<file path="config.mk">
export PLATFORM = sky130hd
export DESIGN_NAME = mp2d_emitter_flat
export DESIGN_NICKNAME = d
export VERILOG_FILES = /design/src/rtl/mp2d_pkg.sv /design/src/rtl/mp2d_if.sv /design/src/rtl/mp2d_emitter.sv /design/src/flat_wrapper.sv
export SDC_FILE = /design/constraint.sdc
export NUM_CORES = 1
export LEC_CHECK = 0
export ABC_AREA = 1
export BUFFER_PORTS_ARGS = -buffer_cell sky130_fd_sc_hd__buf_2
export CAP_MARGIN = 10
export CORE_AREA = 4 4 454 456
export CTS_BUF_LIST = sky130_fd_sc_hd__clkbuf_8
export DETAILED_ROUTE_END_ITERATION = 12
export DIE_AREA = 0 0 458 460
export GPL_TIMING_DRIVEN = 0
export PLACE_DENSITY_LB_ADDON = 0.12
export SLEW_MARGIN = 20
export SYNTH_ARGS = -nofsm -noshare
export SYNTH_HDL_FRONTEND = slang
export SYNTH_SLANG_ARGS = --single-unit
</file>
<file path="constraint.sdc">
create_clock -name clk -period 4.35 [get_ports clk]
set_input_delay 0 -clock clk [delete_from_list [all_inputs] [get_ports clk]]
set_output_delay 0 -clock clk [all_outputs]
set_load 0.02 [all_outputs]
</file>
<file path="src/rtl/mp2d_pkg.sv">
// Shared constants and types of the 2-D max pooling block.
// No dependencies; every other file but mp2d_if.sv imports this package.
`timescale 1ns / 1ps

package mp2d_pkg;

  // Default sizing of the block
  localparam int DEF_MAX_WIDTH   = 1024;
  localparam int DEF_MAX_KERNEL  = 8;
  localparam int DEF_SAMPLE_BITS = 16;

  // Configuration port
  localparam int CFG_IDX_W  = 3;
  localparam int CFG_DATA_W = 11;

  // Widths of the configuration registers
  localparam int KER_REG_W  = 4;
  localparam int STR_REG_W  = 4;
  localparam int PAD_REG_W  = 3;
  localparam int SIZE_REG_W = 11;

  // Width of an effective kernel size (1 up to the largest kernel, MAX_KERNEL)
  localparam int KER_EFF_W = 5;

  // Reset values of the configuration registers
  localparam logic [KER_REG_W-1:0]  KER_RST  = 4'd2;
  localparam logic [STR_REG_W-1:0]  STR_RST  = 4'd2;
  localparam logic [PAD_REG_W-1:0]  PAD_RST  = 3'd0;
  localparam logic [SIZE_REG_W-1:0] SIZE_RST = 11'd32;

  typedef enum logic [CFG_IDX_W-1:0] {
    REG_KERNEL_ROWS = 3'd0,
    REG_KERNEL_COLS = 3'd1,
    REG_STRIDE_ROWS = 3'd2,
    REG_STRIDE_COLS = 3'd3,
    REG_PAD_ROWS    = 3'd4,
    REG_PAD_COLS    = 3'd5,
    REG_IN_ROWS     = 3'd6,
    REG_IN_COLS     = 3'd7
  } cfg_reg_t;

  // Effective window geometry of one axis
  typedef struct packed {
    logic [KER_EFF_W-1:0] kernel;
    logic [STR_REG_W-1:0] stride;
    logic [PAD_REG_W-1:0] pad;
  } axis_cfg_t;

endpackage

</file>
<file path="src/rtl/mp2d_if.sv">


interface mp2d_out_if #(
  parameter int SAMPLE_BITS = 16,
  parameter int IDX_BITS    = 10
);
  logic                   valid;
  logic                   ready;
  logic [SAMPLE_BITS-1:0] pooled;
  logic [IDX_BITS-1:0]    out_row;
  logic [IDX_BITS-1:0]    out_col;
  logic                   end_of_plane;
  logic                   last;

  modport source (output valid, output pooled, output out_row, output out_col,
                  output end_of_plane, output last, input ready);
  modport sink   (input valid, input pooled, input out_row, input out_col,
                  input end_of_plane, input last, output ready);
endinterface

</file>
<file path="src/rtl/mp2d_emitter.sv">
// Result sequencer: walks the windows that close on one sample and drives the
// registered result channel. Depends on mp2d_pkg and mp2d_if.
`timescale 1ns / 1ps

module mp2d_emitter #(
  parameter int MAX_WIDTH   = mp2d_pkg::DEF_MAX_WIDTH,
  parameter int MAX_KERNEL  = mp2d_pkg::DEF_MAX_KERNEL,
  parameter int SAMPLE_BITS = mp2d_pkg::DEF_SAMPLE_BITS,
  localparam int POS_W = $clog2(MAX_WIDTH),
  localparam int IDX_W = POS_W + 1,
  localparam int SW    = $clog2(MAX_WIDTH + 32) + 1
) (
  input  logic                 clk,
  input  logic                 rst_n,
  input  logic                 load,
  output logic                 take,
  input  logic [POS_W-1:0]     row_pos,
  input  logic [POS_W-1:0]     col_pos,
  input  logic                 row_hit,
  input  logic                 row_multi,
  input  logic [IDX_W-1:0]     row_idx,
  input  logic signed [SW-1:0] row_start,
  input  logic                 col_hit,
  input  logic                 col_multi,
  input  logic [IDX_W-1:0]     col_idx,
  input  logic signed [SW-1:0] col_start,
  input  mp2d_pkg::axis_cfg_t  row_cfg,
  input  mp2d_pkg::axis_cfg_t  col_cfg,
  input  logic signed [SW-1:0] row_lim,
  input  logic signed [SW-1:0] col_lim,
  input  logic [MAX_KERNEL-1:0][MAX_KERNEL-1:0][SAMPLE_BITS-1:0] grid,
  mp2d_out_if.source           out_ch
);
  import mp2d_pkg::*;

  localparam int KW = $clog2(MAX_KERNEL);

  logic                   busy_r, busy_nxt;
  logic [POS_W-1:0]       r_r, r_nxt, c_r, c_nxt;
  logic                   rmulti_r, rmulti_nxt, cmulti_r, cmulti_nxt;
  logic [IDX_W-1:0]       i_r, i_nxt, j_r, j_nxt, j0_r, j0_nxt;
  logic signed [SW-1:0]   rs_r, rs_nxt, cs_r, cs_nxt, cs0_r, cs0_nxt;
  logic signed [SW-1:0]   rs_step, cs_step, rs_clip, cs_clip, d_full, e_full;
  logic [KW-1:0]          d_sel, e_sel;
  logic                   more_r, more_c, last_one, emit;

  logic                   ov_r, ov_nxt;
  logic [SAMPLE_BITS-1:0] pooled_r, pooled_nxt;
  logic [POS_W-1:0]       orow_r, orow_nxt, ocol_r, ocol_nxt;
  logic                   eop_r, eop_nxt, last_r, last_nxt;

  // Window offsets into the cell grid and what follows this window
  always_comb begin
    rs_step  = rs_r + SW'(row_cfg.stride);
    cs_step  = cs_r + SW'(col_cfg.stride);
    rs_clip  = (rs_r < 0) ? SW'(0) : rs_r;
    cs_clip  = (cs_r < 0) ? SW'(0) : cs_r;
    d_full   = SW'(r_r) - rs_clip;
    e_full   = SW'(c_r) - cs_clip;
    d_sel    = d_full[KW-1:0];
    e_sel    = e_full[KW-1:0];
    more_r   = rmulti_r && (rs_step <= row_lim);
    more_c   = cmulti_r && (cs_step <= col_lim);
    last_one = !more_c && !more_r;
    emit     = busy_r && (!ov_r || out_ch.ready);
    take     = !busy_r || (emit && last_one);
  end

  // Load a new sample's window lists or walk the columns of a row, then the next row
  always_comb begin
    busy_nxt   = busy_r;
    r_nxt      = r_r;
    c_nxt      = c_r;
    rmulti_nxt = rmulti_r;
    cmulti_nxt = cmulti_r;
    i_nxt      = i_r;
    j_nxt      = j_r;
    j0_nxt     = j0_r;
    rs_nxt     = rs_r;
    cs_nxt     = cs_r;
    cs0_nxt    = cs0_r;
    if (load) begin
      busy_nxt   = row_hit && col_hit;
      r_nxt      = row_pos;
      c_nxt      = col_pos;
      rmulti_nxt = row_multi;
      cmulti_nxt = col_multi;
      i_nxt      = row_idx;
      rs_nxt     = row_start;
      j_nxt      = col_idx;
      j0_nxt     = col_idx;
      cs_nxt     = col_start;
      cs0_nxt    = col_start;
    end else if (emit) begin
      if (more_c) begin
        j_nxt  = j_r + IDX_W'(1);
        cs_nxt = cs_step;
      end else if (more_r) begin
        i_nxt  = i_r + IDX_W'(1);
        rs_nxt = rs_step;
        j_nxt  = j0_r;
        cs_nxt = cs0_r;
      end else begin
        busy_nxt = 1'b0;
      end
    end
  end

  // Output word register: fill on emit, drop when taken
  always_comb begin
    ov_nxt     = ov_r;
    pooled_nxt = pooled_r;
    orow_nxt   = orow_r;
    ocol_nxt   = ocol_r;
    eop_nxt    = eop_r;
    last_nxt   = last_r;
    if (emit) begin
      ov_nxt     = 1'b1;
      pooled_nxt = grid[e_sel][d_sel];
      orow_nxt   = i_r[POS_W-1:0];
      ocol_nxt   = j_r[POS_W-1:0];
      eop_nxt    = (rs_step > row_lim) && (cs_step > col_lim);
      last_nxt   = last_one;
    end else if (out_ch.ready) begin
      ov_nxt = 1'b0;
    end
  end

  always_ff @(posedge clk) begin
    if (!rst_n) begin
      busy_r <= 1'b0;
      ov_r   <= 1'b0;
    end else begin
      busy_r <= busy_nxt;
      ov_r   <= ov_nxt;
    end
  end

  always_ff @(posedge clk) begin
    r_r      <= r_nxt;
    c_r      <= c_nxt;
    rmulti_r <= rmulti_nxt;
    cmulti_r <= cmulti_nxt;
    i_r      <= i_nxt;
    j_r      <= j_nxt;
    j0_r     <= j0_nxt;
    rs_r     <= rs_nxt;
    cs_r     <= cs_nxt;
    cs0_r    <= cs0_nxt;
    pooled_r <= pooled_nxt;
    orow_r   <= orow_nxt;
    ocol_r   <= ocol_nxt;
    eop_r    <= eop_nxt;
    last_r   <= last_nxt;
  end

  assign out_ch.valid        = ov_r;
  assign out_ch.pooled       = pooled_r;
  assign out_ch.out_row      = orow_r;
  assign out_ch.out_col      = ocol_r;
  assign out_ch.end_of_plane = eop_r;
  assign out_ch.last         = last_r;

endmodule

</file>
<file path="src/flat_wrapper.sv">
// flat-port wrapper written by rule: the top's interface ports become plain ports
module mp2d_emitter_flat import mp2d_pkg::*;
#(
  parameter int MAX_WIDTH   = mp2d_pkg::DEF_MAX_WIDTH,
  parameter int MAX_KERNEL  = mp2d_pkg::DEF_MAX_KERNEL,
  parameter int SAMPLE_BITS = mp2d_pkg::DEF_SAMPLE_BITS,
  localparam int POS_W = $clog2(MAX_WIDTH),
  localparam int IDX_W = POS_W + 1,
  localparam int SW    = $clog2(MAX_WIDTH + 32) + 1
)
  (clk, rst_n, load, take, row_pos, col_pos, row_hit, row_multi, row_idx, row_start, col_hit, col_multi, col_idx, col_start, row_cfg, col_cfg, row_lim, col_lim, grid, out_ch_valid, out_ch_pooled, out_ch_out_row, out_ch_out_col, out_ch_end_of_plane, out_ch_last, out_ch_ready);
  mp2d_out_if #(.SAMPLE_BITS(SAMPLE_BITS)) out_ch_i ();
  input  logic clk;
  input  logic rst_n;
  input  logic load;
  output logic take;
  input  logic [POS_W-1:0] row_pos;
  input  logic [POS_W-1:0] col_pos;
  input  logic row_hit;
  input  logic row_multi;
  input  logic [IDX_W-1:0] row_idx;
  input  logic signed [SW-1:0] row_start;
  input  logic col_hit;
  input  logic col_multi;
  input  logic [IDX_W-1:0] col_idx;
  input  logic signed [SW-1:0] col_start;
  input  mp2d_pkg::axis_cfg_t row_cfg;
  input  mp2d_pkg::axis_cfg_t col_cfg;
  input  logic signed [SW-1:0] row_lim;
  input  logic signed [SW-1:0] col_lim;
  input  logic [MAX_KERNEL-1:0][MAX_KERNEL-1:0][SAMPLE_BITS-1:0] grid;
  output wire logic [$bits(out_ch_i.valid)-1:0] out_ch_valid;
  output wire logic [$bits(out_ch_i.pooled)-1:0] out_ch_pooled;
  output wire logic [$bits(out_ch_i.out_row)-1:0] out_ch_out_row;
  output wire logic [$bits(out_ch_i.out_col)-1:0] out_ch_out_col;
  output wire logic [$bits(out_ch_i.end_of_plane)-1:0] out_ch_end_of_plane;
  output wire logic [$bits(out_ch_i.last)-1:0] out_ch_last;
  input wire logic [$bits(out_ch_i.ready)-1:0] out_ch_ready;
  assign out_ch_valid = out_ch_i.valid;
  assign out_ch_pooled = out_ch_i.pooled;
  assign out_ch_out_row = out_ch_i.out_row;
  assign out_ch_out_col = out_ch_i.out_col;
  assign out_ch_end_of_plane = out_ch_i.end_of_plane;
  assign out_ch_last = out_ch_i.last;
  assign out_ch_i.ready = out_ch_ready;
  mp2d_emitter #(.MAX_WIDTH(MAX_WIDTH), .MAX_KERNEL(MAX_KERNEL), .SAMPLE_BITS(SAMPLE_BITS)) u_core (.clk(clk), .rst_n(rst_n), .load(load), .take(take), .row_pos(row_pos), .col_pos(col_pos), .row_hit(row_hit), .row_multi(row_multi), .row_idx(row_idx), .row_start(row_start), .col_hit(col_hit), .col_multi(col_multi), .col_idx(col_idx), .col_start(col_start), .row_cfg(row_cfg), .col_cfg(col_cfg), .row_lim(row_lim), .col_lim(col_lim), .grid(grid), .out_ch(out_ch_i));
endmodule
</file>
# Word level (Yosys, flattened, before mapping)
# Index checks and enable logic that the tools add are counted.
dict set report classes {
  addsub 6
  n_lt_le_gt_ge 8
  n_eq_ne 2
  mux 28
  n_reduce_logical 20
}
# operator count
set op_table {}
lappend op_table {{binary-select mux 128 bit (select 3 bit)} 1}
lappend op_table {{2-to-1 mux 128 bit} 1}
lappend op_table {{2-to-1 mux 12 bit} 8}
lappend op_table {{2-to-1 mux 11 bit} 8}
lappend op_table {{binary-select mux 16 bit (select 3 bit)} 1}
lappend op_table {{adder 12 x 4 -> 12 bit} 2}
lappend op_table {{> comparator 12 bit} 2}
lappend op_table {{less-or-equal comparator 12 bit} 2}
lappend op_table {{< comparator 12 x 1 -> 1 bit (second input constant)} 2}
lappend op_table {{adder 11 x 1 -> 11 bit (second input constant)} 2}
lappend op_table {{2-to-1 mux 16 bit} 1}
lappend op_table {{< comparator 3 x 4 -> 1 bit (second input constant)} 2}
lappend op_table {{logical AND 1 bit} 7}
lappend op_table {{2-to-1 mux 1 bit} 6}
lappend op_table {{2-to-1 mux 3 bit} 2}
lappend op_table {{AND reduction 3 bit} 2}
lappend op_table {{nonzero test 2 bit} 3}
lappend op_table {{subtractor 3 bit} 2}
lappend op_table {{zero test 1 bit} 4}
lappend op_table {{inequality test 2 bit (second input constant)} 2}
lappend op_table {{nonzero test 3 bit} 1}
lappend op_table {{logical OR 1 bit} 2}
lappend op_table {{AND reduction 2 bit} 1}
dict set report word_totals {
  ff_bits 117
  input_bits 1146
  out_inout_bits 40
  wordCells 81
}

# Depth between registers and ports, before layout
# Gate-level depths: netlist (run 1).
dict set report depth {
  word_depth 7
  ltp_mapped 23
  mapped_depth_nobuf 22
}

# Least setup slack after synthesis (run 1)
# No wires, ideal clock.
dict set report synth_timing {
  path_kind {register -> register}
  from {reg u_core.cs_r[0]}
  to {reg u_core.i_r[0] (enable)}
  setup_ns 0.435
  arrival_ns 4.335
  t_required_ns 3.915
  setup_slack_ns -0.420
  stages_incl_launch_ff 19
  path_buffers 0
  synth_period_minus_slack_ns 4.770
  path_cell_list {edfxtp_1 -> ha_1 -> inv_1 -> fa_1 -> o21ai_0 -> nand2_1 -> nor4_1 -> xor2_1 -> ha_1 -> nand2_1 -> nor2_1 -> and2_1 -> nand2_1 -> nand3_1 -> nand2_1 -> nand3_1 -> nand2_1 -> inv_1 -> o31ai_1}
}
dict set report synth_between {
  elab_chain_len 5
}
# element line_no
set synth_lines {}
lappend synth_lines {{from (decl)} mp2d_emitter.sv:42} ;# logic signed [SW-1:0] rs_r, rs_nxt, cs_r, cs_nxt, cs0_r, cs0_nxt;
lappend synth_lines {{from (signal assigned)} mp2d_emitter.sv:148} ;# cs_r <= cs_nxt;
lappend synth_lines {{adder 12 x 4 -> 12 bit} mp2d_emitter.sv:55} ;# cs_step = cs_r + SW'(col_cfg.stride);
lappend synth_lines {{less-or-equal comparator 12 bit} mp2d_emitter.sv:63} ;# more_c = cmulti_r && (cs_step <= col_lim);
lappend synth_lines {{logical AND 1 bit} mp2d_emitter.sv:63}
lappend synth_lines {{inequality test 2 bit (no line)} -}
lappend synth_lines {{AND reduction 3 bit (no line)} -}
lappend synth_lines {{to (signal assigned)} mp2d_emitter.sv:144} ;# i_r <= i_nxt;
lappend synth_lines {{to (decl)} mp2d_emitter.sv:41} ;# logic [IDX_W-1:0] i_r, i_nxt, j_r, j_nxt, j0_r, j0_nxt;
# No other way between the ends.
# A chain may end at the register's enable or synchronous reset.

# Worst setup path after layout (run 1)
dict set report layout_timing {
  from {reg u_core.cs_r[11]}
  to {reg u_core.pooled_r[14], in the netlist u_core.out_ch.pooled[14], data pin}
}
dict set report layout_between {
  elab_chain_len 7
}
# element line_no
set layout_lines {}
lappend layout_lines {{< comparator 12 x 1 -> 1 bit} mp2d_emitter.sv:57} ;# cs_clip = (cs_r < 0) ? SW'(0) : cs_r;
lappend layout_lines {{2-to-1 mux 3 bit} mp2d_emitter.sv:57}
lappend layout_lines {{subtractor 3 bit} mp2d_emitter.sv:59} ;# e_full = SW'(c_r) - cs_clip;
lappend layout_lines {{binary-select mux 128 bit (select 3 bit)} mp2d_emitter.sv:119} ;# pooled_nxt = grid[e_sel][d_sel];
lappend layout_lines {{2-to-1 mux 128 bit (implied by the code)} mp2d_emitter.sv:119}
lappend layout_lines {{binary-select mux 16 bit (select 3 bit)} mp2d_emitter.sv:119}
lappend layout_lines {{2-to-1 mux 16 bit (implied by the code)} mp2d_emitter.sv:119}
lappend layout_lines {{to (signal assigned)} mp2d_emitter.sv:150} ;# pooled_r <= pooled_nxt;
lappend layout_lines {{to (decl)} mp2d_emitter.sv:48} ;# logic [SAMPLE_BITS-1:0] pooled_r, pooled_nxt;
# No other way between the ends. The select of a mux whose other input is x is not followed.

==> impl_metrics.json, run 1 <==
{
  "cts_buffers": 17,
  "pin_count": 1186,
  "setup-violations-final": 0,
  "clock_path_buffers": 2,
  "power-per-cell-area_nw_per_um2": 421,
  "fin_nets": 5061,
  "syn_inst": 2629,
  "syn_to_final_growth_pct": 71.4,
  "start_kind": "register",
  "avgSynthCellArea_um2": 5.89,
  "endpoint_kind": "register",
  "fin_area_um2": 26500,
  "track_usage": 0.215,
  "crit_fanout": 10,
  "die_y_um": 460,
  "drtIter0Drc": 1810,
  "place_congestion": 0.868,
  "ys_top_cells_by_area": "edfxtp_1 (22%), o21ai_0 (18%), nor2_1 (16%)",
  "die_width_um": 458,
  "drcViolationCount": 0,
  "drive_gt1_frac": 0.359,
  "crit_type": "reg -> reg",
  "place_area_um2": 24800,
  "rsz0062_at_grt": "yes",
  "ys_warn_count": 0,
  "yosysSeqAreaShare": 0.220,
  "clkSinkCount": 114,
  "syn_nets": 3815,
  "outcome": "completed",
  "final_cells": 6637,
  "yosys.area.top_type": "edfxtp_1",
  "grt_max_degree": 32,
  "drt-wirelength-per-cell_um": 35.8,
  "antenna_found_initial": 271,
  "max_freq_mhz": 232,
  "io_buffers": 1153,
  "p_total_w": 0.0112,
  "hold_viol": 0,
  "die_area_um2": 211000,
  "std_cell_rows": 165,
  "yosysTopAreaCellShare": 0.217,
  "grt_pass1_wl_um": 292000,
  "synth_seq_cells": 114,
  "root_buffer": "clkbuf_8",
  "grt_pass1_vias": 26500,
  "ir_drop_mv": 0.194,
  "routed-via-count": 26000,
  "fin_skew_ns": 0.0468,
  "p_leak_nw": 11.7,
  "tightest_slew_ns": 1.08,
  "min-delay-path-class": "in -> reg",
  "synthDistinctLibCells": 37,
  "dp_slack_ns": -1.72,
  "dr.pass1.iters": 5,
  "wl_um": 238000,
  "cts_max_level": 4,
  "layout_setup_ws_ns": 0.0351,
  "max-cap-violations": 0,
  "crit_arrival_ns": 4.62,
  "final_cell_mix": "buf_2 (1202), nor2_1 (656), o21ai_0 (538), nand2_1 (251), nand3_1 (219)",
  "viasPerCell": 3.92,
  "required_ns": 4.66,
  "start_util": 0.0768,
  "min_period_ns": 4.31,
  "dp_hpwl_um": 211000,
  "ant_nets": 0,
  "final.period_utilization": 0.992,
  "netlist_area_um2": 15500,
  "slew_headroom": 0.271,
  "tns_ns": 0,
  "placedCellCount": 6460,
  "cts_tree": "yes",
  "gr-total-overflow": 0,
  "cts.clk_slew.worst_paths_ns": 0.11,
  "clock_latency_ns": 0.56,
  "core_area_um2": 202000,
  "maxSlewViolCount": 0,
  "final_common_cell": "buf_2"
}
[metal layers]
metal	vias to the layer above	global-route usage	wire [µm]
met1	12400	0.244	93400
li1	11700	-	-
met3	405	0.0693	18200
met5	-	0	730
met2	1360	0.392	119000
met4	114	0.0475	6350
[final cells by class]
| class | instances | area (µm²) |
|---|---|---|
| fill | 24200 | 175000 |
| multi-input combinational | 2110 | 10600 |
| clock inverter | 15 | 218 |
| inverter | 176 | 672 |
| tap | 2672 | 3340 |
| clock buffer | 17 | 234 |
| sequential | 114 | 3400 |
| buffer | 229 | 1290 |
| timing repair buffer | 1227 | 6590 |
| antenna | 77 | 193 |
[stage by stage]
step	hold WS, ns	util
2_1_floorplan	0.0989	-
3_3_place_gp	0.180	0.122
3_5_place_dp	0.179	0.123
4_1_cts	0.0750	0.130
5_1_grt	0.0823	0.131
6_report	0.0999	0.132
[path summary, 6_finish.rpt]
kind	from	end	slack, ns	depth (start not counted)
setup / recovery	u_core.cs_r[11]$_DFFE_PP_	u_core.out_ch.pooled[14]$_DFFE_PP_	0.04	14
hold / removal	row_cfg[5]	u_core.rs_r[2]$_DFFE_PP_	0.1	5
hold reg to reg	u_core.i_r[9]$_DFFE_PP_	u_core.out_ch.out_row[9]$_DFFE_PP_	0.48	0
setup reg to reg	u_core.cs_r[11]$_DFFE_PP_	u_core.out_ch.pooled[14]$_DFFE_PP_	0.04	14
[synth_stat cells, drive strengths merged]
cell type	instances
a21boi	1
a21o	2
a21oi	37
a31oi	5
and2	2
buf	110
clkbuf	119
clkinv	2
dfxtp	2
edfxtp	112
fa	4
ha	36
inv	174
nand2	254
nand3	229
nand4	8
nor2	660
nor3	2
nor3b	1
nor4	3
o211ai	72
o21ai	550
o22ai	194
o2bb2ai	1
o31ai	2
or2	16
or3	1
xnor2	6
xor2	24
[cells by family after synthesis]
family / after synthesis / share of synthesized area
AOI/OAI and AO/OA: 864 / 0.308
xor gates and xnor gates: 30 / 0.0179
adders and majority gates: 40 / 0.0343
buffers and inverters: 405 / 0.111
DFF: 114 / 0.220
and+or+nand+nor: 1176 / 0.309
[critical path, cell delays in order (launching register included)]
cell        delay (ns)
edfxtp_1          0.46
nor2_1            0.18
ha_1              0.16
inv_1             0.04
fa_2              0.54
buf_12            0.14
clkinvlp_4        0.19
clkbuf_8          0.27
clkbuf_4          0.29
o21ai_0           0.14
o22ai_1           0.09
o211ai_1          0.84
nand3_1           0.30
nand3_1           0.32
nand2_1           0.08
[report_power, final]
part / leakage, nW / internal, W / switching (W) / total [W]
registers: 1.10 / 0.00137 / 0.0000717 / 0.00144
clock network: 0.231 / 0.000643 / 0.000658 / 0.00130
logic: 10.4 / 0.00223 / 0.00620 / 0.00843
total: 11.7 / 0.00424 / 0.00693 / 0.0112
[registers in the layout, indices dropped and copies added, names as in the netlist, 12 cells and up]
signal	count
u_core.cs_r	12
u_core.rs_r	12
u_core.cs0_r	12
u_core.out_ch.pooled	16
[timing repair]
action,CTS,global route
setup buffers,4,6
setup endpoints to repair,83,78
hold buffers,58,0
hold endpoints to repair,76,0
pin swaps,11,8
gates resized for setup,112,38
Note: power is estimated with default switching activity, not from simulation.
==> run 2, diff against run 1 <==
--- a/config.mk
+++ b/config.mk
@@ -8,10 +8,10 @@
 export ABC_AREA = 1
 export BUFFER_PORTS_ARGS = -buffer_cell sky130_fd_sc_hd__buf_2
 export CAP_MARGIN = 10
-export CORE_AREA = 4 4 454 456
+export CORE_AREA = 4 4 458 460
 export CTS_BUF_LIST = sky130_fd_sc_hd__clkbuf_8
 export DETAILED_ROUTE_END_ITERATION = 12
-export DIE_AREA = 0 0 458 460
+export DIE_AREA = 0 0 462 464
 export GPL_TIMING_DRIVEN = 0
 export PLACE_DENSITY_LB_ADDON = 0.12
 export SLEW_MARGIN = 20
==> constraint.sdc (replaced) <==
create_clock -name clk -period 4.6 [get_ports clk]
set_input_delay 0 -clock clk [delete_from_list [all_inputs] [get_ports clk]]
set_output_delay 0 -clock clk [all_outputs]
set_load 0.02 [all_outputs]
==> impl_metrics.json, run 2 (synthesis results as in run 1) <==
{
  "outcome": "completed",
  "hold_slack_ns": 0.124,
  "root_buffer": "clkbuf_8",
  "std_cell_rows": 167,
  "largest_register_ffs": 16,
  "intPower_w": 0.00394,
  "rrSetupSlack_ns": 0.17,
  "required_ns": 5.05,
  "p_comb_frac": 0.753,
  "rr_startpoint": "u_core.cs_r[0]$_DFFE_PP_",
  "slowest_delay_ns": 0.63,
  "syn_to_final_growth_pct": 69.9,
  "num-fill-cells": 24600,
  "ant_nets": 0,
  "setup-violations-final": 0,
  "final_cell_mix": "buf_2 (1210), nor2_1 (657), o21ai_0 (543), nand2_1 (253), nand3_1 (222)",
  "power_frac_seq": 0.128,
  "cp_slowest_cell": "clkbuf_1",
  "clock_path_buffers": 2,
  "sw_frac_of_total": 0.626,
  "crit_arrival_ns": 4.88,
  "timing.rr.end": "u_core.out_ch.pooled[3]$_DFFE_PP_",
  "power-per-cell-area_nw_per_um2": 401,
  "hold_viol": 0,
  "met2_usage": 0.388,
  "path_cells": "inv_1 > nor2_1 > ha_1 > inv_1 > fa_2 > inv_1 > clkbuf_4 > clkbuf_1 > o21ai_0 > o22ai_1 > o211ai_1 > nand3_1 > nand3_1 > nand2_1",
  "power_frac_clock": 0.118,
  "min_from": "load",
  "die_area_um2": 214000,
  "io_buffers": 1153,
  "drive_gt1_frac": 0.352,
  "grt_pass1_wl_um": 291000,
  "fin_skew_ns": 0.0576,
  "crit_type": "reg -> reg",
  "gr-total-overflow": 0,
  "drt-wirelength-per-cell_um": 35.8,
  "p_leak_nw": 11.6,
  "maxSlewViolCount": 0,
  "cts_max_level": 4,
  "ir_drop_mv": 0.222,
  "drtIter0Drc": 1998,
  "hold_path_end": "u_core.j0_r[6]$_DFFE_PP_",
  "pin_count": 1186,
  "track_usage": 0.212,
  "endpoint_kind": "register",
  "dr.pass1.iters": 5,
  "worst-path-buf-inv": 5,
  "rsz0062_at_grt": "yes",
  "antenna_found_initial": 252,
  "reg2reg_depth": 14,
  "cts_tree": "yes",
  "crit_family": "buffers and inverters",
  "viasPerCell": 3.90,
  "regArea_um2": 3400,
  "use_met3": 0.0641,
  "crit_fanout": 10,
  "fin_nets": 5056,
  "slew_headroom": 0.306,
  "die_y_um": 464,
  "clkSinkCount": 114,
  "clock_latency_ns": 0.58,
  "multi_input_area_um2": 10500,
  "wl_um": 239000,
  "final_util": 0.128,
  "path_common_cell": "inv_1",
  "final_common_cell": "buf_2",
  "min-delay-path-class": "in -> reg",
  "grt_pass1_vias": 26100,
  "min_period_ns": 4.43,
  "tightest_slew_ns": 1.04,
  "p_sw_w": 0.00661,
  "dp_hpwl_um": 211000,
  "cts_buffers": 17,
  "start_util": 0.0752,
  "max-cap-violations": 0,
  "core_area_um2": 206000,
  "hold_depth": 1,
  "grt_max_degree": 34,
  "met1_usage": 0.239,
  "cp.depth": 14,
  "place_congestion": 0.864,
  "max_freq_mhz": 226,
  "start_kind": "register",
  "cts.clk_slew.worst_paths_ns": 0.15,
  "final.period_utilization": 0.963,
  "drcViolationCount": 0,
  "routed-via-count": 25900,
  "die_width_um": 462,
  "grt-busiest-layer": "met2"
}
## run 2: cell count changes in the layout (fill, tap and decap cells not counted), moves of 4 or more
cell	before	now
buf_2	1202	1210
clkbuf_1	80	86
o22ai_1	183	188
diode_2	77	70
clkbuf_4	9	5
o22ai_2	11	6
o21ai_0	538	543
o21ai_1	10	5
buf_4	43	31
## run 2: repair_timing
action | 4_1_cts | 5_1_grt
resized for setup | 69 | 15
pin swaps | 8 | 2
endpoints found under the setup margin | 24 | 61
hold buffers | 58 | 0
endpoints found under the hold margin | 76 | 0
buffers inserted | 1 | 3
## run 2: metrics by stage
stage / worst slack (ns) / power, W / area, µm² / std cells / TNS (ns)
global route: -0.00548 / 0.0112 / 26200 / 6613 / -0.00548
finish: 0.169 / 0.0106 / 26300 / 6657 / 0
detailed placement: -1.50 / 0.00940 / 24800 / 6494 / -17.87
floorplan: 0.476 / 0.00467 / 15500 / 2629 / 0
CTS: -0.00716 / 0.0109 / 26100 / 6584 / -0.00716
global placement: -2.03 / 0.00939 / 24600 / 6486 / -83.55
## run 2: worst max path at each step
stage	endpoint	slack, ns	start
2_1_floorplan	u_core.cs_r[0]$_DFFE_PP_	0.48	u_core.rs_r[2]$_DFFE_PP_
3_3_place_gp	u_core.out_ch.pooled[14]$_DFFE_PP_	-2.03	u_core.cs_r[0]$_DFFE_PP_
3_5_place_dp	u_core.out_ch.pooled[5]$_DFFE_PP_	-1.50	u_core.cs_r[11]$_DFFE_PP_
4_1_cts	u_core.out_ch.pooled[11]$_DFFE_PP_	-0.007	u_core.cs_r[0]$_DFFE_PP_
5_1_grt	u_core.out_ch.pooled[3]$_DFFE_PP_	-0.005	u_core.cs_r[0]$_DFFE_PP_
6_report	u_core.out_ch.pooled[3]$_DFFE_PP_	0.17	u_core.cs_r[0]$_DFFE_PP_
## run 2: metal layers
layer	wire [µm]	vias to the layer above
li1	-	11700
met1	91800	12300
met2	121000	1492
met3	19400	393
met4	6060	88
met5	565	-
## run 2: worst register-to-register path, stage by stage (launching register included)
cell and delay [ns]:
edfxtp_1 0.46, inv_1 0.10, nor2_1 0.05, ha_1 0.18, inv_1 0.07, fa_2 0.53
inv_1 0.25, clkbuf_4 0.36, clkbuf_1 0.65, o21ai_0 0.29, o22ai_1 0.48, o211ai_1 0.28
nand3_1 0.30, nand3_1 0.22, nand2_1 0.11
## run 2: power by group through the flow
stage	sequential, W	combinational [W]	clock, W
6_report	0.00136	0.00795	0.00125
4_1_cts	0.00136	0.00818	0.00131
5_1_grt	0.00137	0.00851	0.00133
3_5_place_dp	0.00138	0.00803	0
2_1_floorplan	0.00140	0.00327	0
3_3_place_gp	0.00138	0.00800	0
## run 2: area by class of cell
| type | instances | share of cell area |
|---|---|---|
| Tap cell | 2704 | 0.129 |
| Clock buffer | 17 | 0.00889 |
| Sequential cell | 114 | 0.129 |
| Antenna cell | 70 | 0.00666 |
| Multi-Input combinational cell | 2110 | 0.399 |
| Inverter | 176 | 0.0253 |
| Buffer | 228 | 0.0455 |
| Timing Repair Buffer | 1223 | 0.248 |
| Clock inverter | 15 | 0.00842 |
